## config.mk

```make
export PLATFORM = sky130hd
export DESIGN_NAME = paf_mul
export DESIGN_NICKNAME = d
export VERILOG_FILES = /design/src/hdl/assert_macros.svh /design/src/hdl/paf_mul.sv
export SDC_FILE = /design/constraint.sdc
export NUM_CORES = 2
export LEC_CHECK = 0
export ABC_CLOCK_PERIOD_IN_PS = 9600
export BUFFER_PORTS_ARGS = -buffer_cell sky130_fd_sc_hd__buf_2
export CORE_ASPECT_RATIO = 1.2
export CORE_MARGIN = 2
export CORE_UTILIZATION = 60
export CTS_CLUSTER_SIZE = 12
export DETAILED_ROUTE_END_ITERATION = 7
export GPL_TIMING_DRIVEN = 0
export PLACE_DENSITY = 0.88
export SKIP_CTS_REPAIR_TIMING = 1
export SLEW_MARGIN = 20
export SYNTH_ARGS = -nofsm -noshare
export SYNTH_HDL_FRONTEND = slang
export SYNTH_SLANG_ARGS = --single-unit
```

## constraint.sdc

```tcl
create_clock -name clock -period 9.6 [get_ports clock]
set_input_delay 0.96 -clock clock [delete_from_list [all_inputs] [get_ports clock]]
set_output_delay 0.96 -clock clock [all_outputs]
set_load 0.005 [all_outputs]
```

## src/hdl/assert_macros.svh

```systemverilog
// Assertion macros shared by the point transform unit.
// Depends on nothing; included by files that carry concurrent checks.
`ifndef ASSERT_MACROS_SVH
`define ASSERT_MACROS_SVH
// Same-cycle implication, disabled while reset is high.
`define PAF_ASSERT_IMP(lbl, clk, rst, ante, cons, msg) \
   lbl: assert property (@(posedge clk) disable iff (rst) (ante) |-> (cons)) else $error(msg);
// Next-cycle implication, disabled while reset is high.
`define PAF_ASSERT_NXT(lbl, clk, rst, ante, cons, msg) \
   lbl: assert property (@(posedge clk) disable iff (rst) (ante) |=> (cons)) else $error(msg);
`endif

```

## src/hdl/paf_mul.sv

```systemverilog
// Shared multiplier with round-to-nearest (ties away from zero) and clamp.
// Depends on nothing outside; the product and then the rounded result are registered.
module paf_mul #(
   parameter int CW        = 32,
   parameter int FRAC_BITS = 16
) (
   input  logic               clock,
   input  logic signed [33:0] op_a,
   input  logic signed [33:0] op_b,
   input  logic               use_frac,
   output logic signed [39:0] result
);

   localparam logic [68:0] LIM      = 69'd1 << (CW + 1);
   localparam logic [68:0] RND_FRAC = 69'd1 << (FRAC_BITS - 1);
   localparam logic [68:0] RND_TRIG = 69'd1 << 29;

   logic signed [67:0] prod_ff;
   logic               frac_ff;
   logic signed [39:0] result_ff;
   logic [68:0]        mag;
   logic [68:0]        rq;
   logic [68:0]        rq_lim;
   logic signed [39:0] result_in;

   always_comb begin
      mag = prod_ff[67] ? 69'(-prod_ff) : 69'(prod_ff);
      if (frac_ff) begin
         rq = (mag + RND_FRAC) >> FRAC_BITS;
      end else begin
         rq = (mag + RND_TRIG) >> 30;
      end
      rq_lim = (rq > LIM) ? LIM : rq;
      result_in = prod_ff[67] ? -(40'(rq_lim)) : 40'(rq_lim);
   end

   always_ff @(posedge clock) begin
      prod_ff   <= op_a * op_b;
      frac_ff   <= use_frac;
      result_ff <= result_in;
   end

   assign result = result_ff;

endmodule

```

==> reports/metrics.yaml <==
synth:
  synth_cell_types: 95
  netlist_top_cells_area: "fa_1 51%, inv_1 9.5%, and2_1 7.6%"
  yosys_warnings: 0
  netlist_area_sq_um: 48990
  synthFlopType: "dfxtp_1"
  async_flop_share: 0
  netlist_instances: 5382
  synth_largest_area_cell: "fa_1"
  yosysSeqAreaShare: 0.04454
  ys_seq_elements: 109
  synth_top_area_share: 0.5071
  syn_avg_cell_area_sq_um: 9.103
  synth_edf_count: 0
  syn_nets: 6900
drt:
  vias_per_cell: 6.240
  via_count: 41110
  drtAntennaViolNets: 0
  wl_per_cell_um: 28.13
  routed_wl_um: 185300
  first_pass_iters: 7
  drtIter0Drc: 4840
  drc: 0
worst_setup_path:
  r2r-start: "prod_ff[67]"
  cp-endpoint: "prod_ff[67]"
  worstPathMaxFanout: 10
  reg2reg_slack_ns: 0.27
  regToRegEndpoint: "result[24]"
  startpoint: "op_a[16]"
  reg2regPathDepth: 29
  endpoint_kind: "flip-flop"
  start_kind: "input port"
  worstPathArrival_ns: 9.79
  critPathRequiredTime_ns: 9.85
  critical_path_class: "input port to flip-flop"
final_layout:
  fillers: 6572
  nNetsFinal: 7024
  multi_input_area_sq_um: 41180
  seqCellArea_sq_um: 2182
  syn_to_final_growth_pct: 5.858
  drive_above_1_share: 0.07639
  fin_util: 0.6424
die:
  die_w_um: 264.9
  io_pins: 110
  row_count: 114
  start_util: 0.6069
  core_area_sq_um: 80730
  die_y_um: 317.0
  dieArea_sq_um: 83970
sta:
  worst_pin_slew_ns: 1.049
  finalSetupViolations: 0
  fmax_ghz: 0.1048
  hold_viol_final: 0
  skew_ns: 0.01504
  maxSlewHeadroom: 0.3004
  hold_slack_ns: 0.6767
  min_period_over_period: 0.9940
  layout_min_cycle_time_ns: 9.542
  drv_slew: 0
  tns_ns: 0
status:
  status: "finished, final reports clean"
cts:
  cts_buffers: 9
  clock-sinks: 109
  htree_levels: 3
  root_buffer: "clkbuf_16"
  cts_tree: "yes"
  cts.reportedPaths.clkPinSlew_ns: 0.09
  clock_latency_ns: 0.38
  ctsLongestPathBuffers: 2
global_routing:
  grt_usage: 0.4574
  grt_pass1_wl_um: 274200
  grt_pass1_vias: 43110
  grt_max_degree: 24
  grt-ovfl-total: 0
  antenna_found_initial: 34
placed_design:
  place.detailed.hpwl_um: 148500
  gp_congestion: 1.107
  place.port_buffers: 100
worst_hold_path:
  hold_path.class: "input port to flip-flop"
flow_run:
  maxCapViolations: 0
## cells by family after synthesis
| kind of cell | after synthesis | share of synthesized area |
|---|---|---|
| buffers and inverters | 1519 | 0.1171 |
| AOI/OAI and AO/OA | 393 | 0.05794 |
| DFF | 109 | 0.04454 |
| adders and majority gates | 1449 | 0.5601 |
| xor gates and xnor gates | 195 | 0.03486 |
| muxes | 20 | 0.004137 |
| and+or+nand+nor | 1697 | 0.1813 |
## flip-flops by register name, summed over array words and instances (netlist names)
register,flops
prod_ff,68
result,40
frac_ff,1
## how the worst min path moves through the flow
stage | from | end | slack, ns | cells past startpoint
finish | use_frac | frac_ff | 0.68 | 1
floorplan | prod_ff[22] | result[6] | 0.80 | 4
CTS | use_frac | frac_ff | 0.67 | 1
global route | use_frac | frac_ff | 0.67 | 1
global placement | prod_ff[24] | result[8] | 1.0 | 4
detailed placement | prod_ff[22] | result[6] | 0.97 | 4
## per-layer routing
layer / vias up / global-route usage / routed length, um
met1: 20440 / 0.5275 / 58660
met3: 1059 / 0.1684 / 26700
met2: 3304 / 0.6769 / 78550
met4: 22 / 0.3979 / 21160
met5: - / 0.0005631 / 224
li1: 16280 / - / -
## per-stage QoR
step,setup slack (ns),instance area [sq um],cells
floorplan,0.8415,48990,5382
global placement,-1.510,50800,6526
detailed placement,-1.366,50870,6529
CTS,-0.9952,51190,6545
global route,-0.0004556,51800,6563
finish,0.05788,51860,6588
## placed cells by master (no fill, tap or decap), types with 17 or more instances in the layout
cell type,instances
inv_1,1237
fa_1,1232
nand2_1,637
and2_1,593
ha_1,205
buf_2,140
nor2_1,129
xnor2_1,125
dfxtp_1,109
clkbuf_2,101
clkbuf_1,77
a21oi_1,77
xor2_1,70
o21ai_0,58
nor3_1,49
a21o_1,42
nand4_1,37
diode_2,33
nand3_1,33
or3_1,33
nand2b_1,30
clkbuf_4,29
o31ai_1,24
and3_1,24
nor4_1,23
buf_4,19
or2_2,18
mux2i_1,18
o21bai_1,17
## cells in the mapped netlist (24+ instances only)
master,n
nor4_1,25
inv_1,1244
nor3_1,51
a21o_1,42
nand2b_1,30
nor2_1,129
o21ai_0,59
xor2_1,70
xnor2_1,125
dfxtp_1,109
or3_1,33
and2_1,593
o31ai_1,24
ha_1,207
nand4_1,37
nand2_1,637
clkbuf_1,256
a21oi_1,78
fa_1,1241
and3_1,24
nand3_1,33
## final cells by class
type	count	area share
inverter	1245	0.09025
buffer	272	0.02777
clock inverter	7	0.001809
clock buffer	9	0.004342
timing repair buffer	115	0.01293
antenna	33	0.001592
sequential	109	0.04207
multi-input combinational	3754	0.7941
tap	1044	0.02519
## worst max-delay path, cell delays in order
cell,delay [ns]
buf_2,0.19
clkbuf_2,0.50
nand2_1,0.16
fa_1,0.51
fa_1,0.63
fa_1,0.57
inv_1,0.05
fa_1,0.49
fa_1,0.63
fa_1,0.45
fa_1,0.49
inv_1,0.05
fa_1,0.61
inv_1,0.07
ha_1,0.34
inv_1,0.11
nor2_1,0.06
and3_1,0.22
a221o_1,0.40
o311ai_4,0.50
a21oi_2,0.15
o211ai_1,0.26
nand3_1,0.16
a31o_2,0.27
a221o_1,0.36
a21o_1,0.20
a21oi_1,0.17
xnor2_1,0.22
Power is not shown: default switching activity piles up to over one toggle a cycle in this logic, so the estimate is an artifact.
