### src/hdl/assert_macros.svh
// Assertion macros shared by the point transform unit.
// Depends on nothing; included by files that carry concurrent checks.
`ifndef ASSERT_MACROS_SVH
`define ASSERT_MACROS_SVH
// Same-cycle implication, disabled while reset is high.
`define PAF_ASSERT_IMP(lbl, clk, rst, ante, cons, msg) \
   lbl: assert property (@(posedge clk) disable iff (rst) (ante) |-> (cons)) else $error(msg);
// Next-cycle implication, disabled while reset is high.
`define PAF_ASSERT_NXT(lbl, clk, rst, ante, cons, msg) \
   lbl: assert property (@(posedge clk) disable iff (rst) (ante) |=> (cons)) else $error(msg);
`endif

### src/hdl/paf_pkg.sv
// Types, codes and constant tables of the point transform unit.
// Depends on nothing; imported by the top unit and by paf_sincos.
package paf_pkg;

   localparam logic [2:0] ACT_SCALE        = 3'd0;
   localparam logic [2:0] ACT_ROTATE       = 3'd1;
   localparam logic [2:0] ACT_MOVE_POINT   = 3'd2;
   localparam logic [2:0] ACT_MOVE_CENTRE  = 3'd3;
   localparam logic [2:0] ACT_SET_CENTRE   = 3'd4;

   localparam logic [1:0] STATUS_OK   = 2'd0;
   localparam logic [1:0] STATUS_ZERO = 2'd1;
   localparam logic [1:0] STATUS_SAT  = 2'd2;

   localparam int FULL_TURN_DEG    = 360;
   localparam int HALF_TURN_DEG    = 180;
   localparam int QUARTER_TURN_DEG = 90;
   localparam int ANGLE_FRAC       = 24;
   localparam int TRIG_FRAC        = 30;

   localparam logic signed [33:0] CORDIC_INV_GAIN = 34'sd652032874;

   localparam logic [31:0] ATAN_DEG_Q24 [32] = '{
      32'd754974720, 32'd445687602, 32'd235489088, 32'd119537938, 32'd60000934,
      32'd30029717, 32'd15018523, 32'd7509720, 32'd3754917, 32'd1877466,
      32'd938734, 32'd469367, 32'd234684, 32'd117342, 32'd58671, 32'd29335,
      32'd14668, 32'd7334, 32'd3667, 32'd1833, 32'd917, 32'd458, 32'd229,
      32'd115, 32'd57, 32'd29, 32'd14, 32'd7, 32'd4, 32'd2, 32'd1, 32'd0
   };

   typedef enum logic [3:0] {
      ST_IDLE, ST_DECODE, ST_SIMPLE, ST_SCALE_ISSUE, ST_SCALE_W1, ST_SCALE_W2,
      ST_ROT_START, ST_ROT_ANGLE, ST_MUL_ISSUE, ST_MUL_W1, ST_MUL_W2,
      ST_ROT_SUM, ST_OUT
   } paf_state_type;

   typedef enum logic [2:0] {
      SC_IDLE, SC_MOD, SC_WRAP, SC_FOLD, SC_ITER, SC_DONE
   } paf_sc_phase_type;

   typedef struct packed {
      logic signed [33:0] sin_v;
      logic signed [33:0] cos_v;
      logic               done;
   } paf_trig_type;

endpackage

### src/hdl/paf_sincos.sv
// Angle reduction and CORDIC sine and cosine, one step per cycle.
// Depends on paf_pkg for the arctangent table, gain and phase codes.
module paf_sincos import paf_pkg::*; #(
   parameter int FRAC_BITS    = 16,
   parameter int CORDIC_STEPS = 24
) (
   input  logic               clock,
   input  logic               reset,
   input  logic               start,
   input  logic signed [31:0] angle,
   output paf_trig_type       trig
);

   localparam longint FULL       = 64'(FULL_TURN_DEG) << FRAC_BITS;
   localparam longint HALF       = 64'(HALF_TURN_DEG) << FRAC_BITS;
   localparam longint QUARTER    = 64'(QUARTER_TURN_DEG) << FRAC_BITS;
   localparam longint OFFSET_MOD = (64'd1 << 31) % FULL;
   localparam int     KTOP_RAW   = 32 - $clog2(FULL);
   localparam int     KTOP       = (KTOP_RAW < 0) ? 0 : KTOP_RAW;
   localparam int     CNT_W      = $clog2(CORDIC_STEPS + 1);
   localparam int     Z_SHIFT    = ANGLE_FRAC - FRAC_BITS;

   paf_sc_phase_type   phase_ff, phase_in;
   logic [31:0]        rem_ff, rem_in;
   logic [4:0]         step_ff, step_in;
   logic signed [34:0] a_ff, a_in;
   logic signed [33:0] x_ff, x_in;
   logic signed [33:0] y_ff, y_in;
   logic signed [39:0] z_ff, z_in;
   logic               flip_ff, flip_in;
   logic [CNT_W-1:0]   cnt_ff, cnt_in;
   logic [63:0]        sub;
   logic signed [34:0] t;
   logic [4:0]         k;

   always_comb begin
      phase_in = phase_ff;
      case (phase_ff)
         SC_IDLE:  if (start) phase_in = SC_MOD;
         SC_MOD:   if (step_ff == 5'd0) phase_in = SC_WRAP;
         SC_WRAP:  phase_in = SC_FOLD;
         SC_FOLD:  phase_in = SC_ITER;
         SC_ITER:  if (cnt_ff == CNT_W'(CORDIC_STEPS - 1)) phase_in = SC_DONE;
         SC_DONE:  phase_in = SC_IDLE;
         default:  phase_in = SC_IDLE;
      endcase
   end

   always_comb begin
      rem_in  = rem_ff;
      step_in = step_ff;
      a_in    = a_ff;
      x_in    = x_ff;
      y_in    = y_ff;
      z_in    = z_ff;
      flip_in = flip_ff;
      cnt_in  = cnt_ff;
      sub     = 64'(FULL) << step_ff;
      t       = a_ff;
      k       = 5'(cnt_ff);
      case (phase_ff)
         SC_IDLE: begin
            rem_in  = {~angle[31], angle[30:0]};
            step_in = 5'(KTOP);
         end
         SC_MOD: begin
            if ({32'd0, rem_ff} >= sub) rem_in = rem_ff - sub[31:0];
            step_in = step_ff - 5'd1;
         end
         SC_WRAP: begin
            t = $signed({3'b000, rem_ff}) - 35'(OFFSET_MOD);
            if (t < 0) t = t + 35'(FULL);
            a_in = t;
         end
         SC_FOLD: begin
            t = a_ff;
            flip_in = 1'b0;
            if (t > 35'(HALF)) t = t - 35'(FULL);
            if (t > 35'(QUARTER)) begin
               t = 35'(HALF) - t;
               flip_in = 1'b1;
            end else if (t < -35'(QUARTER)) begin
               t = -35'(HALF) - t;
               flip_in = 1'b1;
            end
            z_in   = 40'(t) <<< Z_SHIFT;
            x_in   = CORDIC_INV_GAIN;
            y_in   = '0;
            cnt_in = '0;
         end
         SC_ITER: begin
            if (z_ff >= 0) begin
               x_in = x_ff - (y_ff >>> k);
               y_in = y_ff + (x_ff >>> k);
               z_in = z_ff - 40'(ATAN_DEG_Q24[k]);
            end else begin
               x_in = x_ff + (y_ff >>> k);
               y_in = y_ff - (x_ff >>> k);
               z_in = z_ff + 40'(ATAN_DEG_Q24[k]);
            end
            cnt_in = cnt_ff + CNT_W'(1);
         end
         default: begin
         end
      endcase
   end

   always_ff @(posedge clock) begin
      if (reset) begin
         phase_ff <= SC_IDLE;
      end else begin
         phase_ff <= phase_in;
      end
      rem_ff  <= rem_in;
      step_ff <= step_in;
      a_ff    <= a_in;
      x_ff    <= x_in;
      y_ff    <= y_in;
      z_ff    <= z_in;
      flip_ff <= flip_in;
      cnt_ff  <= cnt_in;
   end

   assign trig.sin_v = y_ff;
   assign trig.cos_v = flip_ff ? -x_ff : x_ff;
   assign trig.done  = (phase_ff == SC_DONE);

endmodule
### config.mk
export PLATFORM = sky130hd
export DESIGN_NAME = paf_sincos
export DESIGN_NICKNAME = d
export VERILOG_FILES = /design/src/hdl/assert_macros.svh /design/src/hdl/paf_pkg.sv /design/src/hdl/paf_sincos.sv
export SDC_FILE = /design/constraint.sdc
export NUM_CORES = 1
export LEC_CHECK = 0
export BUFFER_PORTS_ARGS = -buffer_cell sky130_fd_sc_hd__buf_2
export CAP_MARGIN = 20
export CORE_MARGIN = 2
export CORE_UTILIZATION = 60
export DETAILED_ROUTE_END_ITERATION = 7
export GPL_TIMING_DRIVEN = 0
export PLACE_DENSITY_LB_ADDON = 0.15
export SLEW_MARGIN = 20
export SYNTH_ARGS = -nofsm -noshare
export SYNTH_HDL_FRONTEND = slang
export SYNTH_SLANG_ARGS = --single-unit
### constraint.sdc
create_clock -name clock -period 20.9 [get_ports clock]
set_clock_uncertainty 0.2 [all_clocks]
set_input_delay 2.09 -clock clock [delete_from_list [all_inputs] [get_ports clock]]
set_output_delay 2.09 -clock clock [all_outputs]
set_load 0.1 [all_outputs]
==> impl_metrics.json <==
{
  "status": "finished, violations left",
  "failed_checks": "DRC",
  "fill_cells": 3156,
  "antenna_found_initial": 0,
  "cts_sinks": 188,
  "holdPathStages": 0,
  "period_needed_ps": 10380,
  "critical_path.endpoint_type": "flip-flop",
  "post-dp-hpwl_um": 70500,
  "yosys.area.top_type": "edfxtp_1",
  "drt-wirelength-per-cell_um": 27.3,
  "ant_nets": 0,
  "final_cell_mix": "nand2_1, nor2_1, edfxtp_1",
  "io_pins": 104,
  "viasPerCell": 7.17,
  "cts_tree": "yes",
  "grt_use_total_pct": 44.0,
  "maxSlewViolCount": 0,
  "fin_nets": 3012,
  "initial_core_util_pct": 61.1,
  "crit_fanout": 10,
  "cp.depth": 26,
  "worstPathRequired_ps": 20930,
  "p_total_mw": 0.882,
  "top_usage_layer": "met2",
  "synth_seq_cells": 188,
  "finalHoldViolCount": 0,
  "yosysUniqueCellTypes": 98,
  "tightest_slew_ps": 1310,
  "maxCapViolCount": 0,
  "p_per_area_nw_per_um2": 34.3,
  "gr-usage-met3_pct": 9.48,
  "core_um2": 38900,
  "power.leakage_nw": 9.78,
  "die-area_um2": 41300,
  "ys_seq_area_share_pct": 23.6,
  "die_width_um": 203,
  "synth_flop_cell": "edfxtp_1",
  "reg2reg_depth": 26,
  "crit_slowest_cell": "clkbuf_1",
  "yosysTopAreaCellShare_pct": 23.3,
  "fmax_mhz": 96.4,
  "crit_top_cell": "clkbuf_1",
  "max_slew_margin_pct": 12.1,
  "areaGrowthSynthToFinish_pct": 8.05,
  "avgSynthCellArea_um2": 8.82,
  "critical_path_class": "flip-flop to flip-flop",
  "gp_congestion": 1.04,
  "rsz0062_at_grt": "false",
  "cts_root_buf": "clkbuf_16",
  "io_buffers": 103,
  "r2r_slack_ps": 10520,
  "vdd_drop_max_v": 0.0000791,
  "num_rows": 72,
  "synth_nets": 2883,
  "yosys_warnings": 0,
  "post_dp_cell_area_um2": 25200,
  "grt_max_degree": 29,
  "synth_area_um2": 23800,
  "drc_errors": 4,
  "cts_setup_buffers": 0,
  "ctsHoldBuffers": 0,
  "firstDrtPassIters": 8,
  "cts_resized": 0,
  "vias": 24068,
  "hp-class": "flip-flop to flip-flop",
  "clkTransAtPathRegs_ps": 80,
  "die_h_um": 203,
  "grt_overflow": 0,
  "cp-start-kind": "flip-flop",
  "synth_edf_count": 185,
  "setup_violations": 0,
  "path_buf_inv": 9,
  "met1_usage_pct": 52.9,
  "grt_pass1_vias": 22857,
  "use_met2_pct": 70.6,
  "setup_tns_ps": 0,
  "path_delay_family": "buffers and inverters",
  "clock_path_buffers": 2,
  "ys_top_cells_by_area": "edfxtp_1, mux4_2, ha_1, xnor2_1, nand2_1",
  "drive_gt1_share_pct": 13.2,
  "cpPeakStageDelay_ps": 740,
  "layout_commonest_cell": "nand2_1",
  "finalCritPeriodShare_pct": 49.6,
  "cts.htree.levels": 4,
  "grt_pass1_wl_um": 137000,
  "clk_latency_ps": 530,
  "design_area_um2": 25700,
  "async_flop_share_pct": 0,
  "crit_arrival_ps": 10410,
  "syn_inst": 2697,
  "numCtsBuffers": 17,
  "wl_um": 91600,
  "drt-initial-drc-count": 3200
}
==> worst paths after layout <==
kind | end | from
worst max-delay path | z_ff[36]$_DFFE_PP_ | cnt_ff[4]$_SDFFCE_PN0P_
worst min-delay path | a_ff[0]$_DFFE_PP_ | rem_ff[0]$_DFFE_PP_
worst max register to register | z_ff[36]$_DFFE_PP_ | cnt_ff[4]$_SDFFCE_PN0P_
worst min register to register | a_ff[0]$_DFFE_PP_ | rem_ff[0]$_DFFE_PP_
==> cells by family after synthesis <==
group / count (synthesis) / share of synthesized area [%]
and+or+nand+nor: 859 / 17.4
adders and majority gates: 151 / 8.04
DFF: 188 / 23.6
buffers and inverters: 247 / 4.55
AOI/OAI and AO/OA: 752 / 20.9
muxes: 226 / 15.4
xor gates and xnor gates: 274 / 10.1
==> flip-flops by register name (all words and copies together) (netlist names) <==
register and count:
step_ff 5, a_ff 34, cnt_ff 5, x_ff 34
z_ff 40, rem_ff 32, flip_ff 1, phase_ff 3
y_ff 34
==> cells in the mapped netlist, types with 27 or more instances <==
cell        n
nand2_1   280
nor2_1    219
edfxtp_1  185
xnor2_1   182
a21oi_1   180
o21ai_0   160
ha_1      148
clkbuf_1  108
mux4_2    101
xor2_1     91
mux2i_1    81
a21o_1     67
inv_1      65
nor3_1     50
nand3_1    40
nand2b_1   39
mux2_2     38
a31oi_1    37
o31ai_1    35
or3_1      34
and2_1     30
buf_2      29
o21a_1     28
and3_1     27
==> layout make-up <==
type	instances	area (um^2)	share of cell area, %
flip-flops and latches	188	5620	21.8
well taps	518	648	2.52
inverters	69	259	1.01
plain buffers	178	825	3.21
repair buffers	110	693	2.70
diodes	2	5.00	0.0195
clock inverters	14	110	0.428
clock buffers	17	425	1.65
multi-input cells	2262	17100	66.6
==> worst reg2reg max path: stages, from the launching register on <==
cell,delay (ps)
edfxtp_1,540
clkbuf_1,600
clkbuf_1,560
clkbuf_1,690
buf_1,640
buf_1,460
clkbuf_1,500
clkbuf_1,740
o21ai_0,380
inv_1,120
ha_1,140
inv_1,60
or3_1,440
or3_1,450
o21ai_0,440
xor2_1,350
ha_1,350
nand2_1,90
o21ai_0,110
a21oi_1,170
o21ai_0,140
a2111oi_0,630
o31ai_1,290
a2111oi_0,610
o21bai_1,140
xnor2_1,160
mux2i_1,90
==> metal layers <==
metal / vias up / wire length (um)
li1: 10448 / -
met4: 0 / 7310
met2: 1670 / 41800
met1: 11511 / 33300
met5: - / 0
met3: 439 / 9180
==> report_power, final <==
part | internal, mW | leakage [nW] | switching, mW | total, mW
registers | 0.435 | 1.71 | 0.0159 | 0.451
logic | 0.0433 | 7.80 | 0.0591 | 0.102
clock network | 0.154 | 0.261 | 0.174 | 0.328
==> stage by stage <==
| stage | hold WS, ps | setup WS, ps | utilization (%) | instances |
|---|---|---|---|---|
| floorplan | 200 | 11360 | - | 2697 |
| global placement | 205 | 7170 | 64.1 | 3318 |
| detailed placement | 205 | 11000 | 64.7 | 3325 |
| CTS | 222 | 10940 | 66.0 | 3356 |
| global route | 230 | 10400 | 66.0 | 3356 |
| finish | 223 | 10520 | 66.1 | 3358 |
(Power assumes the default switching activity.)
